**src/rtl/hh4_pkg.sv**
```systemverilog
// Package for the HCI H4 packet deframer: types, codes, widths and small decode
// functions shared by the interfaces, the deframer and its checker.
// Depends on nothing.
`default_nettype none

package hh4_pkg;

  localparam int BYTE_W = 8;
  localparam int LEN_W  = 16;
  localparam int MAXL_W = 17;
  localparam int CIDX_W = 2;

  localparam logic [MAXL_W-1:0] MAX_LEN_RESET = 17'd512;

  // Configuration register indexes.
  localparam logic [CIDX_W-1:0] CFG_MAX_LEN     = 2'd0;
  localparam logic [CIDX_W-1:0] CFG_CLASSIC_EN  = 2'd1;
  localparam logic [CIDX_W-1:0] CFG_EXT_ADV_EN  = 2'd2;

  // Event codes and LE meta subevents that matter for discarding.
  localparam logic [7:0] EVT_INQ_RSSI    = 8'h22;
  localparam logic [7:0] EVT_EXT_INQ     = 8'h2F;
  localparam logic [7:0] EVT_LE_META     = 8'h3E;
  localparam logic [7:0] SUB_ADV_REPORT  = 8'h02;
  localparam logic [7:0] SUB_EXT_ADV     = 8'h0D;
  localparam logic [7:0] TYPE_FIRST      = 8'h01;
  localparam logic [7:0] TYPE_LAST       = 8'h05;

  typedef enum logic [1:0] {
    PH_IDLE,
    PH_HEADER,
    PH_PAYLOAD
  } phase_t;

  typedef enum logic [2:0] {
    KIND_CMD,
    KIND_ACL,
    KIND_SCO,
    KIND_EVENT,
    KIND_ISO
  } kind_t;

  typedef enum logic [1:0] {
    ST_OK,
    ST_BAD_TYPE,
    ST_OVERSIZE
  } status_t;

  function automatic logic [2:0] hdr_size(kind_t k);
    logic [2:0] s;
    unique case (k)
      KIND_ACL:   s = 3'd4;
      KIND_EVENT: s = 3'd2;
      KIND_ISO:   s = 3'd4;
      default:    s = 3'd3;
    endcase
    return s;
  endfunction

  // Payload length as carried in a complete header.
  function automatic logic [LEN_W-1:0] len_from_header(kind_t k, logic [31:0] hdr);
    logic [LEN_W-1:0] l;
    unique case (k)
      KIND_ACL:   l = hdr[31:16];
      KIND_EVENT: l = {8'd0, hdr[15:8]};
      KIND_ISO:   l = {2'b00, hdr[29:16]};
      default:    l = {8'd0, hdr[23:16]};
    endcase
    return l;
  endfunction

  // An event may be dropped: inquiry results, LE advertising reports, or an
  // extended report holding one legacy advertisement.
  function automatic logic evt_discard(logic [7:0] code, logic [31:0] peek,
                                       logic classic_en, logic ext_en);
    logic d;
    d = 1'b0;
    if (code == EVT_INQ_RSSI || code == EVT_EXT_INQ) begin
      d = classic_en;
    end else if (code == EVT_LE_META) begin
      if (peek[7:0] == SUB_ADV_REPORT) begin
        d = 1'b1;
      end else if (peek[7:0] == SUB_EXT_ADV && ext_en) begin
        d = (peek[15:8] == 8'd1) && peek[20];
      end
    end
    return d;
  endfunction

endpackage

`default_nettype wire

```
**src/rtl/hh4_if.sv**
```systemverilog
// Handshake channels of the HCI H4 deframer: byte stream in, annotated
// results out, and the configuration write channel. Depends on hh4_pkg.
`default_nettype none

interface hh4_byte_if import hh4_pkg::*; ();
  logic              valid;
  logic              ready;
  logic [BYTE_W-1:0] data_byte;
  modport source (output valid, data_byte, input ready);
  modport sink   (input valid, data_byte, output ready);
  modport mon    (input valid, ready, data_byte);
endinterface

interface hh4_result_if import hh4_pkg::*; ();
  logic              valid;
  logic              ready;
  logic [BYTE_W-1:0] out_byte;
  logic [2:0]        packet_kind;
  logic              first_of_packet;
  logic              last_of_packet;
  logic [1:0]        status;
  logic              discardable;
  modport source (output valid, out_byte, packet_kind, first_of_packet, last_of_packet,
                  status, discardable, input ready);
  modport sink   (input valid, out_byte, packet_kind, first_of_packet, last_of_packet,
                  status, discardable, output ready);
  modport mon    (input valid, ready, out_byte, packet_kind, first_of_packet,
                  last_of_packet, status, discardable);
endinterface

interface hh4_cfg_if import hh4_pkg::*; ();
  logic              valid;
  logic              ready;
  logic [CIDX_W-1:0] index;
  logic [MAXL_W-1:0] data;
  modport source (output valid, index, data, input ready);
  modport sink   (input valid, index, data, output ready);
  modport mon    (input valid, ready, index, data);
endinterface

`default_nettype wire

```
**src/rtl/hci_h4_packet_deframer_unit.sv**
```systemverilog
// HCI H4 packet deframer top level: per-byte framing state and result register.
// Depends on hh4_pkg and the channel interfaces in hh4_if.sv.
//
// Takes one H4 transport byte per cycle and returns it registered with the
// packet kind, first and last marks, a status and, on the last byte of an event,
// a discardable flag. Every byte yields exactly one result. Result valid rises
// in the cycle after acceptance, and the sustained rate is one byte per cycle:
// the framing state and the single result register update at each acceptance,
// and a byte is taken whenever the result register is empty or being emptied in
// the same cycle. An unknown type byte is reported with status 1 and the next
// byte is treated as a type byte. Oversize (status 2) is known once the header
// is complete. Configuration writes are always taken and should be made while
// no byte is in flight.
`default_nettype none

module hci_h4_packet_deframer_unit import hh4_pkg::*; (
  input  wire            clk,
  input  wire            rst,
  hh4_cfg_if.sink        cfg,
  hh4_byte_if.sink       stream,
  hh4_result_if.source   result
);

  // Configuration.
  logic [MAXL_W-1:0] max_len;
  logic              classic_en;
  logic              ext_en;

  // Framing state.
  phase_t            phase, phase_next;
  kind_t             kind_held, kind_held_next;
  logic [2:0]        header_count, header_count_next;
  logic [31:0]       header_bytes, header_bytes_next;
  logic [LEN_W-1:0]  payload_left, payload_left_next;
  logic [2:0]        payload_index, payload_index_next;
  logic [31:0]       peek_bytes, peek_bytes_next;
  logic              oversize, oversize_next;

  // Result register.
  logic              res_valid;
  logic [BYTE_W-1:0] res_byte;
  kind_t             res_kind;
  logic              res_first;
  logic              res_last;
  status_t           res_status;
  logic              res_disc;

  // Values for the byte being accepted.
  logic              fire;
  logic [BYTE_W-1:0] b;
  logic [31:0]       hdr_merged;
  logic [31:0]       peek_merged;
  logic [31:0]       peek_view;
  logic [2:0]        cnt_inc;
  logic [2:0]        size;
  logic              hdr_done;
  logic [LEN_W-1:0]  len;
  logic [MAXL_W-1:0] total;
  logic              over_now;
  logic [LEN_W-1:0]  left_dec;
  logic              type_ok;
  logic [7:0]        evt_code;

  kind_t             o_kind;
  logic              o_first;
  logic              o_last;
  status_t           o_status;
  logic              o_disc;

  assign cfg.ready    = 1'b1;
  assign stream.ready = !res_valid || result.ready;
  assign fire         = stream.valid && stream.ready;
  assign b            = stream.data_byte;

  assign hdr_merged  = header_bytes | (32'(b) << {header_count[1:0], 3'b000});
  assign peek_merged = payload_index[2] ? peek_bytes
                                        : (peek_bytes | (32'(b) << {payload_index[1:0], 3'b000}));
  assign peek_view   = (phase == PH_PAYLOAD) ? peek_merged : peek_bytes;
  assign cnt_inc     = header_count + 3'd1;
  assign size        = hdr_size(kind_held);
  assign hdr_done    = cnt_inc >= size;
  assign len         = len_from_header(kind_held, hdr_merged);
  assign total       = MAXL_W'(1) + MAXL_W'(size) + MAXL_W'(len);
  assign over_now    = total > max_len;
  assign left_dec    = payload_left - LEN_W'(1);
  assign type_ok     = (b >= TYPE_FIRST) && (b <= TYPE_LAST);
  assign evt_code    = (phase == PH_HEADER) ? hdr_merged[7:0] : header_bytes[7:0];

  // Next framing state for an accepted byte.
  always_comb begin
    phase_next         = phase;
    kind_held_next     = kind_held;
    header_count_next  = header_count;
    header_bytes_next  = header_bytes;
    payload_left_next  = payload_left;
    payload_index_next = payload_index;
    peek_bytes_next    = peek_bytes;
    oversize_next      = oversize;
    unique case (phase)
      PH_HEADER: begin
        header_bytes_next = hdr_merged;
        header_count_next = cnt_inc;
        if (hdr_done) begin
          oversize_next     = over_now;
          payload_left_next = len;
          phase_next        = (len == '0) ? PH_IDLE : PH_PAYLOAD;
        end
      end
      PH_PAYLOAD: begin
        peek_bytes_next   = peek_merged;
        payload_left_next = left_dec;
        if (payload_index != 3'd7) begin
          payload_index_next = payload_index + 3'd1;
        end
        if (left_dec == '0) begin
          phase_next = PH_IDLE;
        end
      end
      default: begin
        if (type_ok) begin
          kind_held_next     = kind_t'(b[2:0] - 3'd1);
          phase_next         = PH_HEADER;
          header_count_next  = '0;
          header_bytes_next  = '0;
          payload_left_next  = '0;
          payload_index_next = '0;
          peek_bytes_next    = '0;
          oversize_next      = 1'b0;
        end
      end
    endcase
  end

  // Annotation of the accepted byte.
  always_comb begin
    o_kind   = kind_held;
    o_first  = 1'b0;
    o_last   = 1'b0;
    o_status = ST_OK;
    unique case (phase)
      PH_HEADER: begin
        if (hdr_done) begin
          o_last   = (len == '0);
          o_status = over_now ? ST_OVERSIZE : ST_OK;
        end
      end
      PH_PAYLOAD: begin
        o_last   = (left_dec == '0);
        o_status = oversize ? ST_OVERSIZE : ST_OK;
      end
      default: begin
        o_first = 1'b1;
        if (type_ok) begin
          o_kind = kind_t'(b[2:0] - 3'd1);
        end else begin
          o_kind   = KIND_CMD;
          o_last   = 1'b1;
          o_status = ST_BAD_TYPE;
        end
      end
    endcase
    o_disc = o_last && (o_status != ST_BAD_TYPE) && (o_kind == KIND_EVENT) &&
             evt_discard(evt_code, peek_view, classic_en, ext_en);
  end

  always_ff @(posedge clk) begin
    if (rst) begin
      max_len    <= MAX_LEN_RESET;
      classic_en <= 1'b0;
      ext_en     <= 1'b0;
    end else if (cfg.valid && cfg.ready) begin
      unique case (cfg.index)
        CFG_MAX_LEN:    max_len    <= cfg.data;
        CFG_CLASSIC_EN: classic_en <= cfg.data[0];
        CFG_EXT_ADV_EN: ext_en     <= cfg.data[0];
        default: ;
      endcase
    end
  end

  always_ff @(posedge clk) begin
    if (rst) begin
      phase         <= PH_IDLE;
      kind_held     <= KIND_CMD;
      header_count  <= '0;
      header_bytes  <= '0;
      payload_left  <= '0;
      payload_index <= '0;
      peek_bytes    <= '0;
      oversize      <= 1'b0;
    end else if (fire) begin
      phase         <= phase_next;
      kind_held     <= kind_held_next;
      header_count  <= header_count_next;
      header_bytes  <= header_bytes_next;
      payload_left  <= payload_left_next;
      payload_index <= payload_index_next;
      peek_bytes    <= peek_bytes_next;
      oversize      <= oversize_next;
    end
  end

  always_ff @(posedge clk) begin
    if (rst) begin
      res_valid <= 1'b0;
    end else if (fire) begin
      res_valid <= 1'b1;
    end else if (result.ready) begin
      res_valid <= 1'b0;
    end
  end

  always_ff @(posedge clk) begin
    if (fire) begin
      res_byte   <= b;
      res_kind   <= o_kind;
      res_first  <= o_first;
      res_last   <= o_last;
      res_status <= o_status;
      res_disc   <= o_disc;
    end
  end

  assign result.valid           = res_valid;
  assign result.out_byte        = res_byte;
  assign result.packet_kind     = res_kind;
  assign result.first_of_packet = res_first;
  assign result.last_of_packet  = res_last;
  assign result.status          = res_status;
  assign result.discardable     = res_disc;

endmodule

`default_nettype wire

```
**src/flat_wrapper.sv**
```systemverilog
// flat-port wrapper written by rule: the top's interface ports become plain ports
module hci_h4_packet_deframer_unit_flat import hh4_pkg::*;
  (clk, rst, cfg_valid, cfg_index, cfg_data, cfg_ready, stream_valid, stream_data_byte, stream_ready, result_valid, result_out_byte, result_packet_kind, result_first_of_packet, result_last_of_packet, result_status, result_discardable, result_ready);
  hh4_cfg_if cfg_i ();
  hh4_byte_if stream_i ();
  hh4_result_if result_i ();
  input  wire clk;
  input  wire rst;
  input wire logic [$bits(cfg_i.valid)-1:0] cfg_valid;
  input wire logic [$bits(cfg_i.index)-1:0] cfg_index;
  input wire logic [$bits(cfg_i.data)-1:0] cfg_data;
  output wire logic [$bits(cfg_i.ready)-1:0] cfg_ready;
  input wire logic [$bits(stream_i.valid)-1:0] stream_valid;
  input wire logic [$bits(stream_i.data_byte)-1:0] stream_data_byte;
  output wire logic [$bits(stream_i.ready)-1:0] stream_ready;
  output wire logic [$bits(result_i.valid)-1:0] result_valid;
  output wire logic [$bits(result_i.out_byte)-1:0] result_out_byte;
  output wire logic [$bits(result_i.packet_kind)-1:0] result_packet_kind;
  output wire logic [$bits(result_i.first_of_packet)-1:0] result_first_of_packet;
  output wire logic [$bits(result_i.last_of_packet)-1:0] result_last_of_packet;
  output wire logic [$bits(result_i.status)-1:0] result_status;
  output wire logic [$bits(result_i.discardable)-1:0] result_discardable;
  input wire logic [$bits(result_i.ready)-1:0] result_ready;
  assign cfg_i.valid = cfg_valid;
  assign cfg_i.index = cfg_index;
  assign cfg_i.data = cfg_data;
  assign cfg_ready = cfg_i.ready;
  assign stream_i.valid = stream_valid;
  assign stream_i.data_byte = stream_data_byte;
  assign stream_ready = stream_i.ready;
  assign result_valid = result_i.valid;
  assign result_out_byte = result_i.out_byte;
  assign result_packet_kind = result_i.packet_kind;
  assign result_first_of_packet = result_i.first_of_packet;
  assign result_last_of_packet = result_i.last_of_packet;
  assign result_status = result_i.status;
  assign result_discardable = result_i.discardable;
  assign result_i.ready = result_ready;
  hci_h4_packet_deframer_unit u_core (.clk(clk), .rst(rst), .cfg(cfg_i), .stream(stream_i), .result(result_i));
endmodule
```
**config.mk**
```make
export PLATFORM = sky130hd
export DESIGN_NAME = hci_h4_packet_deframer_unit_flat
export DESIGN_NICKNAME = d
export VERILOG_FILES = /design/src/rtl/hh4_pkg.sv /design/src/rtl/hh4_if.sv /design/src/rtl/hci_h4_packet_deframer_unit.sv /design/src/flat_wrapper.sv
export SDC_FILE = /design/constraint.sdc
export NUM_CORES = 1
export LEC_CHECK = 0
export BUFFER_PORTS_ARGS = -buffer_cell sky130_fd_sc_hd__buf_4
export CAP_MARGIN = 10
export CORE_ASPECT_RATIO = 0.9
export CORE_MARGIN = 3
export CORE_UTILIZATION = 35
export CTS_CLUSTER_DIAMETER = 100
export DETAILED_ROUTE_END_ITERATION = 7
export GPL_TIMING_DRIVEN = 0
export PLACE_DENSITY_LB_ADDON = 0.25
export SETUP_SLACK_MARGIN = 0.05
export SLEW_MARGIN = 20
export SYNTH_ARGS = -nofsm -noshare
export SYNTH_HDL_FRONTEND = slang
export SYNTH_SLANG_ARGS = --single-unit
```
**constraint.sdc**
```tcl
create_clock -name clk -period 9.25 [get_ports clk]
set_input_delay 1.3875 -clock clk [delete_from_list [all_inputs] [get_ports clk]]
set_output_delay 1.3875 -clock clk [all_outputs]
set_load 0.01 [all_outputs]
```
* Word-level counts from Yosys, hierarchy flattened
Index checks and enable logic that the tools add are counted.
** Word-level totals
- Flip-flop bits (word level) :: 128
- Word-level logic and storage cells :: 123
** Cells by class
- $add $sub $neg :: 6
- Magnitude comparators :: 4
- Multiplexer cells :: 40
- Eq/ne operators :: 19
- Reductions and logical operators :: 29
- Bitwise logic cells :: 5
- Shifts and indexed selects :: 2
** Operators by type and width (count)
- $pmux 32 s2 :: 2
- $mux 32 :: 2
- $or 32x32->32 :: 2
- $shl 8x5->32 :: 2
- $pmux 16 s3 :: 1
- $logic_not 16->1 :: 2
- $mux 16 :: 2
- $pmux 16 s2 :: 1
- $eq 8x6->1 const B :: 3
- $mux 21 :: 1
- $pmux 3 s2 :: 3
- $add 17x16->17 :: 1
- $gt 17x17->1 :: 1
- $sub 16x1->16 const B :: 1
- $mux 2 :: 7
- $mux 1 :: 12
- $mux 3 :: 4
- $reduce_and 3->1 :: 4
- $reduce_and 4->1 :: 3
- $eq 8x1->1 const B :: 1
- $eq 8x2->1 const B :: 1
- $eq 8x4->1 const B :: 1
- $ge 8x1->1 const B :: 1
- $le 8x3->1 const B :: 1
- 24 further kinds :: 46

* Logic depth before layout (Yosys ltp)
- Word-level depth :: 13
- Mapped depth :: 24
- Mapped depth without buffers :: 21

* Worst setup path before layout
Ideal clock, no wire load.
- Path type :: input port to flip-flop
- Start :: input port stream_data_byte[1]
- End :: register u_core.res_status[1], in the netlist u_core.result.status[1], data pin
- Data arrival time :: 4.628 ns
- Setup slack :: 4.353 ns
- Buffers on the path :: 1
- Stages :: 19
- Library setup time :: 0.268 ns
- Data required time :: 8.982 ns
- Path through :: clkbuf_1 -> inv_1 -> o22ai_1 -> inv_1 -> fa_1 -> nor2b_1 -> o21ai_0 -> nand2b_1 -> nand4_1 -> or2_1 -> nor4_2 -> xor2_1 -> ha_1 -> a21o_1 -> a21o_1 -> a21oi_1 -> o21ai_0 -> o211ai_1 -> a21oi_1
** On the way
- Longest elaborated chain between the ends :: 8
** Ends and longest elaborated chain
- start, declared :: RTL line flat_wrapper.sv:14 : input wire logic [$bits(stream_i.data_byte)-1:0] stream_data_byte;
- $shl 8x5->32 :: RTL line hci_h4_packet_deframer_unit.sv:75 : assign hdr_merged = header_bytes | (32'(b) << {header_count[1:0], 3'b000});
- $or 32x32->32 :: RTL line hci_h4_packet_deframer_unit.sv:75
- $pmux 16 s3 :: RTL line hh4_pkg.sv:63 : unique case (k)
- $add 17x16->17 :: RTL line hci_h4_packet_deframer_unit.sv:83 : assign total = MAXL_W'(1) + MAXL_W'(size) + MAXL_W'(len);
- $gt 17x17->1 :: RTL line hci_h4_packet_deframer_unit.sv:84 : assign over_now = total > max_len;
- $mux 2 :: RTL line hci_h4_packet_deframer_unit.sv:144 : o_status = over_now ? ST_OVERSIZE : ST_OK;
- $mux 2 :: RTL line hci_h4_packet_deframer_unit.sv:142 : if (hdr_done) begin
- $pmux 2 s2 :: RTL line hci_h4_packet_deframer_unit.sv:140 : unique case (phase)
- via u_core.o_status[1] :: RTL line hci_h4_packet_deframer_unit.sv:67 : status_t o_status;
- end signal, assigned :: RTL line hci_h4_packet_deframer_unit.sv:219 : res_status <= o_status;
- end, declared :: RTL line hci_h4_packet_deframer_unit.sv:45 : status_t res_status;
The timed path passes the listed nets, and every way through them passes these cells.
A chain may end at the register's enable or synchronous reset.

* Worst setup path after layout
Ends and elaborated chain as after synthesis.

==> metrics <==
hold path depth 2; hold crit path type reg2reg; initial antenna violation count 0; RR Endpoint u_core.result.status[1]; Startpoint Class input port; commonest non-fill, non-tap cell in the layout nor2_1; Endpoint, Worst Hold u_core.max_len[14]; row count 45; crit path DAT 5840 ps; multi-input logic area 3490 sq um; Clk pin slew, worst setup/hold paths 60 ps; Post-Synthesis Mean Instance Area 8.25 sq um; Synth cell types 75; initial drt markers 549; R2R Setup Slk 3860 ps; drt first pass iters 5; vias in the first global route 5,359; yosys warns 0; fill cell count 1,745; DIE HEIGHT 133 um; Final Setup Violations 0; Fmax achieved 175 MHz; setup TNS 0 ps; area grow syn2layout 20.2%; length of routed met3 wiring 1.44 mm; # IOs 51; CTS max path bufs 2; Worst EP required 9390 ps; leakage power 2.93 nW; worst-path fanout max 10; Layout Cells excl Fill 1,076; maximum VDD drop 0.114 mV; Mapped Nets 827; first-pass GRT wire length 29.2 mm; max-cap violation count 0; Routability Congestion 0.907; met1 WL 8.77 mm; DIE AREA 19,600 sq um; Setup CP Type in2reg; Post-CTS Resized 0; Cell Area, Synth 6280 sq um; Via density 5.30; routed length on met2 7.60 mm; top layer in use met4; Post-CTS Setup Bufs 0; htree depth 4; EDFF count, synth 16; CTS Buf Count 17; Avg WL per Cell 16.9 um; Worst setup EP type flip-flop; fin. max-slew vios 0; CTS sink count 113; final antenna-violating net count 0; final wirelength 18.2 mm; setup repair after global routing missed its margin false; cells on worst reg2reg path 22; Reg area 2420 sq um; origin of the critical flop-to-flop path u_core.kind_held[1]; status complete, no violations; sequential share of the synthesized area 38.6%; CTS tree built; Antenna Cells 0; Tmin final 5700 ps; PD cells 165 nW/um^2; most frequent cells in the layout nor2_1 (103), dfxtp_1 (97), a21oi_1 (89); Hold Vio Cnt, Final 0; largest net degree at the start of global routing 19; Layout Nets 894; clk_skew 11.7 ps; asr flop ratio synth 0%; cell count after synthesis 761; drc violations 0; Root Buffer clkbuf_16; Die Wd 147 um; I/O Buffers 48; Synth Register Bits 113; final period utilization 61.7%; hpwl dp 13.4 mm; worst-margin pin slew 980 ps; Main synth FF type dfxtp_1; Rel. slew slack 34.3%; Initial Utilization 36.4%; DP Worst Slack 3190 ps; layout cells sized above 1 13.2%; Core ar. 17,200 sq um; hold_buf cts 0; dpl cells 1,044; hold path start u_core.max_len[14]; via count 5,702; PnR worst setup slack 3550 ps; GRT Util Overall 18.9%; GR Overflow Total 0; Worst-Skew Late Latency 420 ps
-- metal layers --
| metal | vias to the layer above | track usage, % |
|---|---|---|
| met5 | - | 0 |
| met1 | 2674 | 27.5 |
| met2 | 166 | 27.0 |
| met4 | 0 | 5.95 |
| li1 | 2834 | - |
| met3 | 28 | 5.38 |
-- cells by family after synthesis --
| logic type | Yosys count | synth area share, % |
|---|---|---|
| adders and majority gates | 34 | 6.90 |
| muxes | 12 | 2.19 |
| AOI/OAI and AO/OA | 198 | 20.0 |
| other | 2 | 0.120 |
| buffers and inverters | 88 | 5.86 |
| xor gates and xnor gates | 30 | 4.19 |
| DFF | 113 | 38.6 |
| and+or+nand+nor | 284 | 22.2 |
-- area by class of cell --
type | instances | share of cell area [%]
clock inverter | 7 | 1.29
inverter | 41 | 2.07
tap | 235 | 3.90
clock buffer | 25 | 6.72
timing repair buffer | 48 | 4.78
sequential | 113 | 32.1
multi-input combinational | 560 | 46.3
buffer | 47 | 2.80
-- cells in the mapped netlist, drive strengths merged (6+ instances only) --
cell,n,area [sq um]
nand4,12,75.1
inv,41,156
nor2,105,399
xnor2,14,123
a21oi,89,445
nand2b,8,50.1
clkbuf,31,116
nor3,24,141
nand3,6,35.0
buf,16,95.1
edfxtp,16,480
ha,33,413
a22o,6,52.6
nand3b,7,52.6
mux2i,8,92.6
o21ai,26,138
xor2,16,140
nor4,14,93.8
a22oi,25,188
a21o,9,67.6
nand2,69,259
dfxtp,97,1940
o22ai,7,43.8
-- through the flow --
step                      area, sq um  util, %  hold WS (ps)  total power, mW
after floorplan                  6280        -           431            0.557
after global placement           6930     40.2           443            0.593
after detailed placement         6940     40.3           448            0.594
after CTS                        7540     43.8           455             1.26
after global routing             7540     43.8           474             1.29
final                            7540     43.8           455             1.25
-- state kept, by name, summed over array words and instances (netlist names) --
signal / flops
u_core.payload_left: 16
u_core.header_count: 3
u_core.result.last_of_packet: 1
u_core.result.discardable: 1
u_core.max_len: 17
u_core.peek_bytes: 17
u_core.result.out_byte: 8
u_core.classic_en: 1
u_core.ext_en: 1
u_core.result.packet_kind: 3
u_core.payload_index: 3
u_core.oversize: 1
u_core.result.status: 2
u_core.result.first_of_packet: 1
u_core.header_bytes: 32
u_core.result.valid: 1
u_core.kind_held: 3
u_core.phase: 2
-- how the worst max path moves through the flow --
| stage | startpoint | endpoint | cells after the start |
|---|---|---|---|
| 3_3_place_gp | stream_data_byte[1] | u_core.result.status[1] | 20 |
| 3_5_place_dp | stream_data_byte[1] | u_core.result.status[1] | 20 |
| 4_1_cts | stream_data_byte[1] | u_core.result.status[1] | 20 |
| 2_1_floorplan | stream_data_byte[1] | u_core.result.status[1] | 19 |
| 5_1_grt | stream_data_byte[1] | u_core.result.status[1] | 20 |
| 6_report | stream_data_byte[1] | u_core.result.status[1] | 20 |
-- where the power goes --
| part | total, mW | leakage (nW) | switching, mW | internal, mW |
|---|---|---|---|---|
| clock | 0.663 | 0.289 | 0.229 | 0.434 |
| combinational | 0.0745 | 1.71 | 0.0480 | 0.0265 |
| sequential | 0.509 | 0.932 | 0.00317 | 0.506 |
| total | 1.25 | 2.93 | 0.281 | 0.966 |
-- worst max-delay path, cell delays in order --
cell	delay (ps)
buf_4	90
clkbuf_1	480
inv_1	200
o22ai_1	380
inv_1	210
fa_1	510
nor2b_1	140
o21ai_0	90
nand2b_1	140
nand4_1	190
or2_1	320
nor4_2	180
xor2_1	200
ha_1	270
a21o_1	190
a21o_1	170
a21oi_1	120
o21ai_0	90
o211ai_1	310
a21oi_1	160
Note: power is estimated with default switching activity, not from simulation.
